File: config.mk
export PLATFORM = sky130hd
export DESIGN_NAME = cansc_ctrl
export DESIGN_NICKNAME = d
export VERILOG_FILES = /design/src/rtl/cansc_pkg.sv /design/src/rtl/cansc_ctrl.sv
export SDC_FILE = /design/constraint.sdc
export NUM_CORES = 1
export LEC_CHECK = 0
export BUFFER_PORTS_ARGS = -buffer_cell sky130_fd_sc_hd__buf_2
export CAP_MARGIN = 15
export CORE_ASPECT_RATIO = 1.25
export CORE_MARGIN = 2
export CORE_UTILIZATION = 30
export CTS_BUF_LIST = sky130_fd_sc_hd__clkbuf_8
export DETAILED_ROUTE_END_ITERATION = 10
export PLACE_DENSITY_LB_ADDON = 0.12
export REMOVE_ABC_BUFFERS = 1
export SETUP_SLACK_MARGIN = 0.5
export SLEW_MARGIN = 15
export SYNTH_ARGS = -nofsm -noshare
export SYNTH_HDL_FRONTEND = slang
export SYNTH_SLANG_ARGS = --single-unit
export TNS_END_PERCENT = 100
File: constraint.sdc
create_clock -name clk -period 1.8 [get_ports clk]
set_clock_uncertainty 0.2 [all_clocks]
set_input_delay 0.27 -clock clk [delete_from_list [all_inputs] [get_ports clk]]
set_output_delay 0.27 -clock clk [all_outputs]
set_load 0.02 [all_outputs]
File: src/rtl/cansc_pkg.sv
`timescale 1ns / 1ps
package cansc_pkg;
  localparam int FRAC_BITS = 16;
  localparam int PAYLOAD_BYTES = 8;
  localparam int WORD_W = 8 * PAYLOAD_BYTES;

  localparam logic [1:0] CMD_DECODE = 2'd0;
  localparam logic [1:0] CMD_ENCODE = 2'd1;
  localparam logic [1:0] CMD_CLEAR  = 2'd2;
  localparam logic [1:0] CMD_UNUSED = 2'd3;

  typedef struct packed {
    logic [1:0]  command;
    logic [63:0] payload;
    logic [5:0]  start_bit;
    logic [6:0]  bit_length;
    logic        motorola_order;
    logic        is_signed;
    logic [63:0] scale;
    logic [63:0] bias;
    logic [63:0] phys_min;
    logic [63:0] phys_max;
    logic [63:0] phys_value;
  } in_item_t;

  typedef struct packed {
    logic [63:0] decoded_value;
    logic [63:0] frame_bytes;
    logic        bad_descriptor;
  } out_item_t;

  // controller to datapath
  typedef struct packed {
    logic load;      // capture item and prepare operands
    logic mul_step;  // one partial product
    logic div_step;  // one quotient bit
    logic finish;    // ends a clear, unused or bad item; clears the frame on clear
  } ctl_cmd_t;

  // datapath to controller
  typedef struct packed {
    logic [1:0] command;
    logic       bad;
  } ctl_stat_t;

  function automatic logic [63:0] swap_bytes(input logic [63:0] w);
    logic [63:0] r;
    for (int i = 0; i < PAYLOAD_BYTES; i++) begin
      r[8*i +: 8] = w[8*(PAYLOAD_BYTES-1-i) +: 8];
    end
    return r;
  endfunction

  function automatic logic [63:0] field_mask(input logic [6:0] len);
    logic [63:0] m;
    for (int i = 0; i < 64; i++) begin
      m[i] = (7'(i) < len);
    end
    return m;
  endfunction
endpackage

File: src/rtl/cansc_ctrl.sv
`timescale 1ns / 1ps
module cansc_ctrl (
  input  logic                 clk,
  input  logic                 rst,
  input  logic                 in_valid,
  output logic                 in_ready,
  output logic                 out_valid,
  input  logic                 out_ready,
  output cansc_pkg::ctl_cmd_t  cmd,
  input  cansc_pkg::ctl_stat_t stat
);
  import cansc_pkg::*;

  localparam logic [2:0] ST_IDLE = 3'd0;
  localparam logic [2:0] ST_MUL  = 3'd1;
  localparam logic [2:0] ST_DIV  = 3'd2;
  localparam logic [2:0] ST_FIN  = 3'd3;
  localparam logic [2:0] ST_OUT  = 3'd4;

  logic [2:0] state, state_next;
  logic [5:0] count, count_next;

  assign in_ready  = (state == ST_IDLE);
  assign out_valid = (state == ST_OUT);

  always_comb begin
    state_next = state;
    count_next = count;
    cmd = '0;
    case (state)
      ST_IDLE: begin
        if (in_valid) begin
          cmd.load = 1'b1;
          state_next = ST_FIN;
        end
      end
      ST_FIN: begin
        // first cycle after load: choose the work path
        count_next = '0;
        if (stat.bad || stat.command == CMD_CLEAR || stat.command == CMD_UNUSED) begin
          cmd.finish = 1'b1;
          state_next = ST_OUT;
        end else if (stat.command == CMD_DECODE) begin
          state_next = ST_MUL;
        end else begin
          state_next = ST_DIV;
        end
      end
      ST_MUL: begin
        cmd.mul_step = 1'b1;
        count_next = count + 6'd1;
        if (count == 6'd3) begin
          state_next = ST_OUT;
        end
      end
      ST_DIV: begin
        cmd.div_step = 1'b1;
        count_next = count + 6'd1;
        if (count == 6'd63) begin
          state_next = ST_OUT;
        end
      end
      ST_OUT: begin
        if (out_ready) begin
          state_next = ST_IDLE;
        end
      end
      default: state_next = ST_IDLE;
    endcase
  end

  always_ff @(posedge clk) begin
    if (rst) begin
      state <= ST_IDLE;
      count <= '0;
    end else begin
      state <= state_next;
      count <= count_next;
    end
  end
endmodule

## After elaboration in Yosys (flattened, before gate mapping)

Cells that the tools add are included.

| storage, ports and cells | value |
|---|---|
| memories kept | 0 |
| output and inout bits | 6 |
| RAM bits | 0 |
| ROM bits | 0 |
| flip-flop bits (word level) | 9 |
| latch bits | 0 |
| word-level logic and storage cells | 36 |
| bits of input ports | 7 |

| operators by class | value |
|---|---|
| bitwise gates (word level) | 0 |
| add/sub/neg operators | 1 |
| $lt $le $gt $ge | 0 |
| multiply operators | 0 |
| reduce and logical (&&, ||, !) cells | 7 |
| div/mod/pow operators | 0 |
| multiplexer cells | 14 |
| eq/ne operators | 12 |
| shift operators | 0 |

Operator list:

| kind | number |
|---|---|
| $mux W3 | 5 |
| $pmux W3 S5 | 1 |
| $pmux W6 S2 | 1 |
| $add A6 B1 Y6 const B | 1 |
| $eq A3 B2 Y1 const B | 2 |
| $eq A6 B2 Y1 const B | 1 |
| $eq A6 B6 Y1 const B | 1 |
| $mux W1 | 6 |
| $ne A2 B2 Y1 const B | 3 |
| $eq A2 B2 Y1 const B | 2 |
| $reduce_and A4 Y1 | 1 |
| $eq A3 B1 Y1 const B | 1 |
| $eq A3 B3 Y1 const B | 1 |
| $logic_not A3 Y1 | 1 |
| $logic_not A2 Y1 | 1 |
| $logic_or A1 B1 Y1 | 2 |
| $mux W2 | 1 |
| $ne A2 B1 Y1 const B | 1 |
| $reduce_bool A2 Y1 | 1 |
| $reduce_or A2 Y1 | 1 |

## Logic depth before layout (Yosys ltp)

Gate-level depths: netlist of the first run.

| depth | value |
|---|---|
| depth in word-level cells | 5 |
| depth in mapped cells | 5 |
| mapped depth without buffers | 5 |

## Least setup slack after synthesis of the first run

OpenSTA, ideal clock, no wires.

| path | value |
|---|---|
| kind | register -> output |
| start point | register state[2] |
| end point | output cmd[3] (netlist bit) |
| data required time | 1.330 ns |
| stages on the path, launching flop included | 4 |
| data arrival time | 1.409 ns |
| path slack | -0.079 ns |
| path through | dfxtp_1 -> clkbuf_1 -> nor3_1 -> and2_1 |

RTL lines:

| element | RTL line | RTL |
|---|---|---|
| start: declaration | cansc_ctrl.sv:20 | `logic [2:0] state, state_next;` |
| start signal: assignment | cansc_ctrl.sv:77 | `state <= state_next;` |
| end: declaration | cansc_ctrl.sv:9 | `output cansc_pkg::ctl_cmd_t cmd,` |

## Worst setup path after layout of the first run

| path | value |
|---|---|
| start point | register count[1] |
| end point | register state[2] |

| on the way | value |
|---|---|
| word-level cells in the longest chain between the ends | 3 |
| elaborated cells on any way between the ends | 5 |
| classes of those cells | 4 x eq/ne; 1 x reduce/logical |

Ends and longest elaborated chain:

| element | RTL line | RTL |
|---|---|---|
| start: declaration | cansc_ctrl.sv:21 | `logic [5:0] count, count_next;` |
| start signal: assignment | cansc_ctrl.sv:78 | `count <= count_next;` |
| $eq A6 B6 Y1 or $eq A6 B2 Y1 (tied branches) | cansc_ctrl.sv:59, cansc_ctrl.sv:52 |  |
| $ne A2 B2 Y1 (no line) | n/a |  |
| $reduce_and A4 Y1 (no line) * | n/a |  |

Mark *: on every way between the ends. The rest lies on a longest branch, timed or not.
A chain may end at the register's enable or synchronous reset.

==> metrics.csv, run 1 <==
stage,metric,value,unit
floorplanning,Initial Util,33.0,%
sta,Tcrit/Tclk final,90.8,%
worst_hold_path,hold path cells,2,
setup_path,Worst EP arrival,1.61,ns
detailed_routing,via count,654,
finish,n_diodes,0,
yosys,sequential area share after synthesis,34.1,%
sta,Fmax achieved,612,MHz
detailed_routing,antenna-violating nets left,0,
power,static leakage power,0.000408,uW
place,Detailed Place HPWL,965,microns
yosys,Yosys warning count,0,
sta,endpoints failing setup,0,
global_route,largest net degree at the start of global routing,11,
yosys,number of synthesized register bits,9,
yosys,Yosys cell types,27,
setup_path,Worst Setup End Kind,flip-flop,
global_route,antenna violations before repair,0,
detailed_routing,DRC Markers,0,
power,combinational group share of total power,61.7,%
detailed_routing,Detailed Route WL,1860,microns
power,switching power,551,uW
floorplanning,IO Pins,13,
power,PD cells,1460,nW/um^2
place,count of buffers from port buffering,12,
sta,max-slew violations,0,
yosys,Syn Area/Cell,7.88,sq um
sta,Tightest Pin Transition,0.274,ns
finish,design area,1000,sq um
setup_path,r2r setup slk,0.17,ns
setup_path,kind of critical path,reg -> reg,
worst_hold_path,hold path start,rst,
global_route,GRT Overall Usage,16.0,%
power,Clock power frac,15.9,%
setup_path,R2R cell count,5,
yosys,"top cells by area, synth","dfxtp_1, a21oi_1, nor3_1, nor2_1, and2_1",
clocking,CTS tree,done,
floorplanning,Die Wd,41.5,microns
yosys,Syn Inst Count,67,
yosys,largest area contributor in the netlist,dfxtp_1,
sta,fin crit period,1.63,ns
flow_run,max-cap violations,0,
finish,Final #Nets,109,
clocking,Root Driver,clkbuf_8,
setup_path,Reg-to-Reg End,state[2],
yosys,cell area after synthesis,528,sq um
finish,layout cells sized above 1,62.0,%
place,Final GP Congestion,0.810,
clocking,clock transition at the registers of the reported paths,0.05,ns
detailed_routing,Vias/cell,5.54,
floorplanning,Core ar.,1600,sq um
global_route,first-pass GRT wire length,2580,microns
detailed_routing,DRT Pass-1 Iters,3,
sta,Hold Fails Final Rpt,0,
setup_path,worst r2r src,count[1],
clocking,Worst-Skew Late Latency,0.24,ns
power,Pint,914,uW
yosys,top cell type's share of synthesized area,34.1,%
clocking,CTS Buffer Depth,2,
sta,final hold slack,0.133,ns
power,worst vdd ir,742,uV
global_route,vias in the first global route,594,
status,outcome,completed,
power,sw frac,37.6,%
clocking,H-Tree Depth,1,
floorplanning,row cnt,16,
setup_path,Crit Path Max Fanout,3,
floorplanning,Die Area,2110,sq um
power,total chip power,1460,uW
detailed_routing,Initial DRC Count,17,
place,DP Area,611,sq um
worst_hold_path,min-delay worst type,in -> reg,
clocking,Sink Count,9,
setup_path,Critical Path RT,1.77,ns
finish,Area Growth Syn to Fin,89.6,%
setup_path,CP Launch Type,flip-flop,
sta,unrepaired setup endpoints after global routing,yes,
power,Reg power frac,22.4,%
worst_hold_path,Hold Path End,count[0],
detailed_routing,WL per Instance,15.8,microns
sta,max_slew headroom,81.7,%
global_route,Congestion Overflow GR,0,
clocking,cts bufs inserted,3,
floorplanning,DIE HEIGHT,50.9,microns
==> cell families after synthesis <==
group,Yosys count,synth area share [%]
AOI/OAI and AO/OA,19,22.8
and+or+nand+nor,35,37.4
buffers and inverters,2,1.42
muxes,1,1.90
adders and majority gates,1,2.37
DFF,9,34.1
==> worst max path at each step <==
| stage | startpoint | to | slack [ns] | cells after the start |
|---|---|---|---|---|
| after global routing | count[1] | state[2] | 0.12 | 5 |
| after floorplan | state[2] | state[2] | -0.07 | 4 |
| after CTS | count[1] | state[2] | 0.15 | 5 |
| after detailed placement | count[0] | state[2] | 0.09 | 5 |
| final | count[1] | state[2] | 0.17 | 5 |
| after global placement | count[0] | state[2] | 0.13 | 5 |
==> state kept, by name, summed over array words and instances (netlist names) <==
signal / cells
state: 3
count: 6
==> metal layers <==
| metal | routed length, microns | GRT usage (%) |
|---|---|---|
| met1 | 745 | 17.8 |
| met2 | 1010 | 27.1 |
| met3 | 49 | 4.24 |
| met4 | 54 | 9.68 |
| met5 | 0 | 0 |
==> power groups by stage <==
stage / clock, uW / sequential (uW) / combinational [uW]
5_1_grt: 246 / 332 / 968
6_report: 233 / 328 / 904
2_1_floorplan: 0 / 287 / 288
4_1_cts: 240 / 331 / 586
3_5_place_dp: 0 / 293 / 405
3_3_place_gp: 0 / 293 / 406
==> critical path: stages, from the launching register on <==
cell	delay, ns
dfxtp_4	0.36
ha_4	0.13
or4b_4	0.46
o21ai_4	0.15
o21a_1	0.14
a22o_2	0.13
==> layout make-up <==
| type | instances | area (sq um) |
|---|---|---|
| sequential | 9 | 196 |
| clock inverter | 1 | 3.75 |
| multi-input combinational | 56 | 470 |
| fill | 146 | 601 |
| clock buffer | 3 | 41.3 |
| timing repair buffer | 31 | 267 |
| tap | 18 | 22.5 |
==> stage by stage <==
stage	utilization [%]	cells	TNS, ns	setup WS [ns]
floorplan	-	65	-0.0710	-0.0710
detailed placement	38.1	96	0	0.0928
global route	62.5	118	0	0.121
global placement	38.1	96	0	0.126
finish	62.5	118	0	0.166
CTS	51.3	108	0	0.147
==> cells in the final DEF, fill, tap and decap left out, types with 2 or more instances in the layout <==
cell and count:
buf_6 13, buf_4 12, nor2_1 7, a21oi_1 7, buf_2 6, dfxtp_4 4, dfxtp_1 4, nand2_1 3
nor3_1 3, a21oi_2 3, clkbuf_8 3, nor3b_4 2, nor3_4 2, and2_4 2, a31oi_1 2, and2_1 2
nand3_2 2
==> synth_stat cells <==
library cell,n
and3_1,1
nand4_1,1
nand2_1,3
and3_2,2
nand3b_1,1
a21o_1,1
o21ai_2,1
a22o_2,1
and4bb_2,1
mux2i_1,1
ha_1,1
clkbuf_1,1
and2_1,4
buf_1,1
or4b_1,1
or2_2,1
nor3b_1,3
nor2_1,8
o21a_1,1
nor3_1,6
nand3_1,3
a31oi_1,2
a22oi_1,1
o21bai_1,1
dfxtp_1,9
o2bb2ai_1,1
a21oi_1,10
==> repair_timing <==
| item | in CTS | in global routing |
|---|---|---|
| pin swaps | 7 | 14 |
| hold buffers | 0 | 0 |
| setup buffers | 8 | 10 |
| gates resized for setup | 30 | 29 |
| endpoints found under the setup margin | 14 | 15 |
(Power assumes the default switching activity.)
==> run 2, diff against run 1 <==
--- a/config.mk
+++ b/config.mk
@@ -12,7 +12,7 @@
 export CORE_UTILIZATION = 30
 export CTS_BUF_LIST = sky130_fd_sc_hd__clkbuf_8
 export DETAILED_ROUTE_END_ITERATION = 10
-export PLACE_DENSITY_LB_ADDON = 0.12
+export PLACE_DENSITY = 0.47
 export REMOVE_ABC_BUFFERS = 1
 export SETUP_SLACK_MARGIN = 0.5
 export SLEW_MARGIN = 15
==> metrics.csv, run 2 (synthesized netlist as in run 1, its figures left out) <==
stage,metric,value,unit
sta,Hold Fails Final Rpt,0,
setup_path,start point of the critical path,count[1],
finish,Largest regs,"count: 6 flops, state: 3 flops",
setup_path,kind of critical path,reg -> reg,
detailed_routing,Vias/cell,5.44,
sta,Tightest Pin Transition,0.232,ns
setup_path,worst r2r src,count[1],
detailed_routing,DRT Pass-1 Iters,4,
finish,Final #Nets,99,
clocking,Sink Count,9,
place,DP Area,626,sq um
sta,max-slew violations,0,
floorplanning,Core ar.,1600,sq um
sta,endpoints failing setup,0,
floorplanning,row cnt,16,
floorplanning,Die Wd,41.5,microns
finish,fillcell total,160,
global_route,vias in the first global route,528,
setup_path,crit-path cells,ha_4 -> or4b_4 -> o21ai_4 -> o21a_1 -> a22o_2,
setup_path,Worst Setup End Kind,flip-flop,
worst_hold_path,min-delay worst type,in -> reg,
finish,max FFs per register,6,
sta,Tcrit/Tclk final,89.4,%
detailed_routing,DRC Markers,0,
clocking,Root Driver,clkbuf_8,
sta,unrepaired setup endpoints after global routing,yes,
clocking,cts bufs inserted,3,
sta,Fmax achieved,622,MHz
global_route,antenna violations before repair,0,
clocking,Hold Buf Count CTS,0,
sta,max_slew headroom,84.5,%
global_route,GRT Overall Usage,15.2,%
power,PD cells,1390,nW/um^2
setup_path,CP Launch Type,flip-flop,
clocking,CTS tree,done,
finish,Largest Register,count,
clocking,CTS Buffer Depth,2,
power,static leakage power,0.000341,uW
detailed_routing,WL per Instance,13.9,microns
floorplanning,Initial Util,33.0,%
setup_path,Top delay family on crit path,simple AND/OR/NAND/NOR gates,
global_route,largest net degree at the start of global routing,11,
setup_path,"Slowest-stage cell, CP",or4b_4,
setup_path,Worst EP arrival,1.58,ns
finish,"commonest non-fill, non-tap cell in the layout",buf_4,
global_route,Congestion Overflow GR,0,
place,Detailed Place HPWL,1040,microns
flow_run,max-cap violations,0,
finish,Area Growth Syn to Fin,63.5,%
setup_path,CP Buf/Inv Count,0,
finish,Seq. cell area,194,sq um
floorplanning,DIE HEIGHT,50.9,microns
detailed_routing,via count,588,
place,count of buffers from port buffering,12,
detailed_routing,Detailed Route WL,1500,microns
place,Final GP Congestion,0.768,
sta,final hold slack,0.134,ns
finish,design area,863,sq um
floorplanning,Die Area,2110,sq um
setup_path,Critical Path RT,1.78,ns
finish,most frequent cells in the layout,"buf_4, a21oi_1, buf_2, nor2_1, nor3_1",
detailed_routing,antenna-violating nets left,0,
power,worst vdd ir,694,uV
clocking,Worst-Skew Late Latency,0.23,ns
finish,n_diodes,0,
floorplanning,IO Pins,13,
status,outcome,completed,
finish,layout cells sized above 1,55.6,%
setup_path,CP max stage delay,0.46,ns
detailed_routing,Initial DRC Count,4,
setup_path,Crit Path Max Fanout,3,
sta,fin crit period,1.61,ns
finish,multi-input logic area,448,sq um
global_route,first-pass GRT wire length,2440,microns
clocking,H-Tree Depth,1,
clocking,clock transition at the registers of the reported paths,0.04,ns
worst_hold_path,hold path start,rst,
-- run 2: changes by cell type in the layout (fill, tap and decap cells not counted), sizes merged --
| cell | change |
|---|---|
| buf | -10 |
-- run 2: cell type report --
| cell class | count | share of cell area, % |
|---|---|---|
| Timing Repair Buffer | 21 | 17.8 |
| Tap cell | 18 | 2.61 |
| Clock inverter | 1 | 0.435 |
| Clock buffer | 3 | 4.78 |
| Multi-Input combinational cell | 56 | 51.9 |
| Sequential cell | 9 | 22.5 |
-- run 2: final timing paths --
kind	endpoint	slack, ns	cells past startpoint
worst max-delay path	state[2]	0.19	5
worst min-delay path	count[0]	0.13	2
worst max register to register	state[2]	0.19	5
worst min register to register	count[4]	0.36	2
-- run 2: repair_timing --
action | CTS | global route
endpoints found under the setup margin | 14 | 14
resized for setup | 14 | 28
pin swaps | 4 | 8
setup buffers | 3 | 3
hold endpoints to repair | 0 | 0
-- run 2: report_power, final --
group / switching [uW] / internal, uW / leakage [uW]
combinational: 285 / 339 / 0.000238
sequential: 95.5 / 253 / 0.0000761
clock: 82.5 / 149 / 0.0000269
total: 463 / 741 / 0.000341
-- run 2: routing by layer --
layer  global-route usage, %  up-vias  share of wire (%)
met5                       0        -                  0
met4                    9.68        0                2.2
met3                    4.24        4                4.1
met2                    25.0       12                 54
met1                    17.3      276                 39
li1                        -      296                  -
-- run 2: stage by stage --
stage                     instances  total power, uW  setup slack (ns)  TNS, ns  utilization, %
final                           108             1200             0.191        0            53.9
after floorplan                  65              575           -0.0710  -0.0710               -
after global routing            108             1300             0.138        0            53.9
after detailed placement         98              715            0.0979        0            39.1
after global placement           98              717             0.124        0            39.1
after CTS                       105             1010             0.175        0            46.1
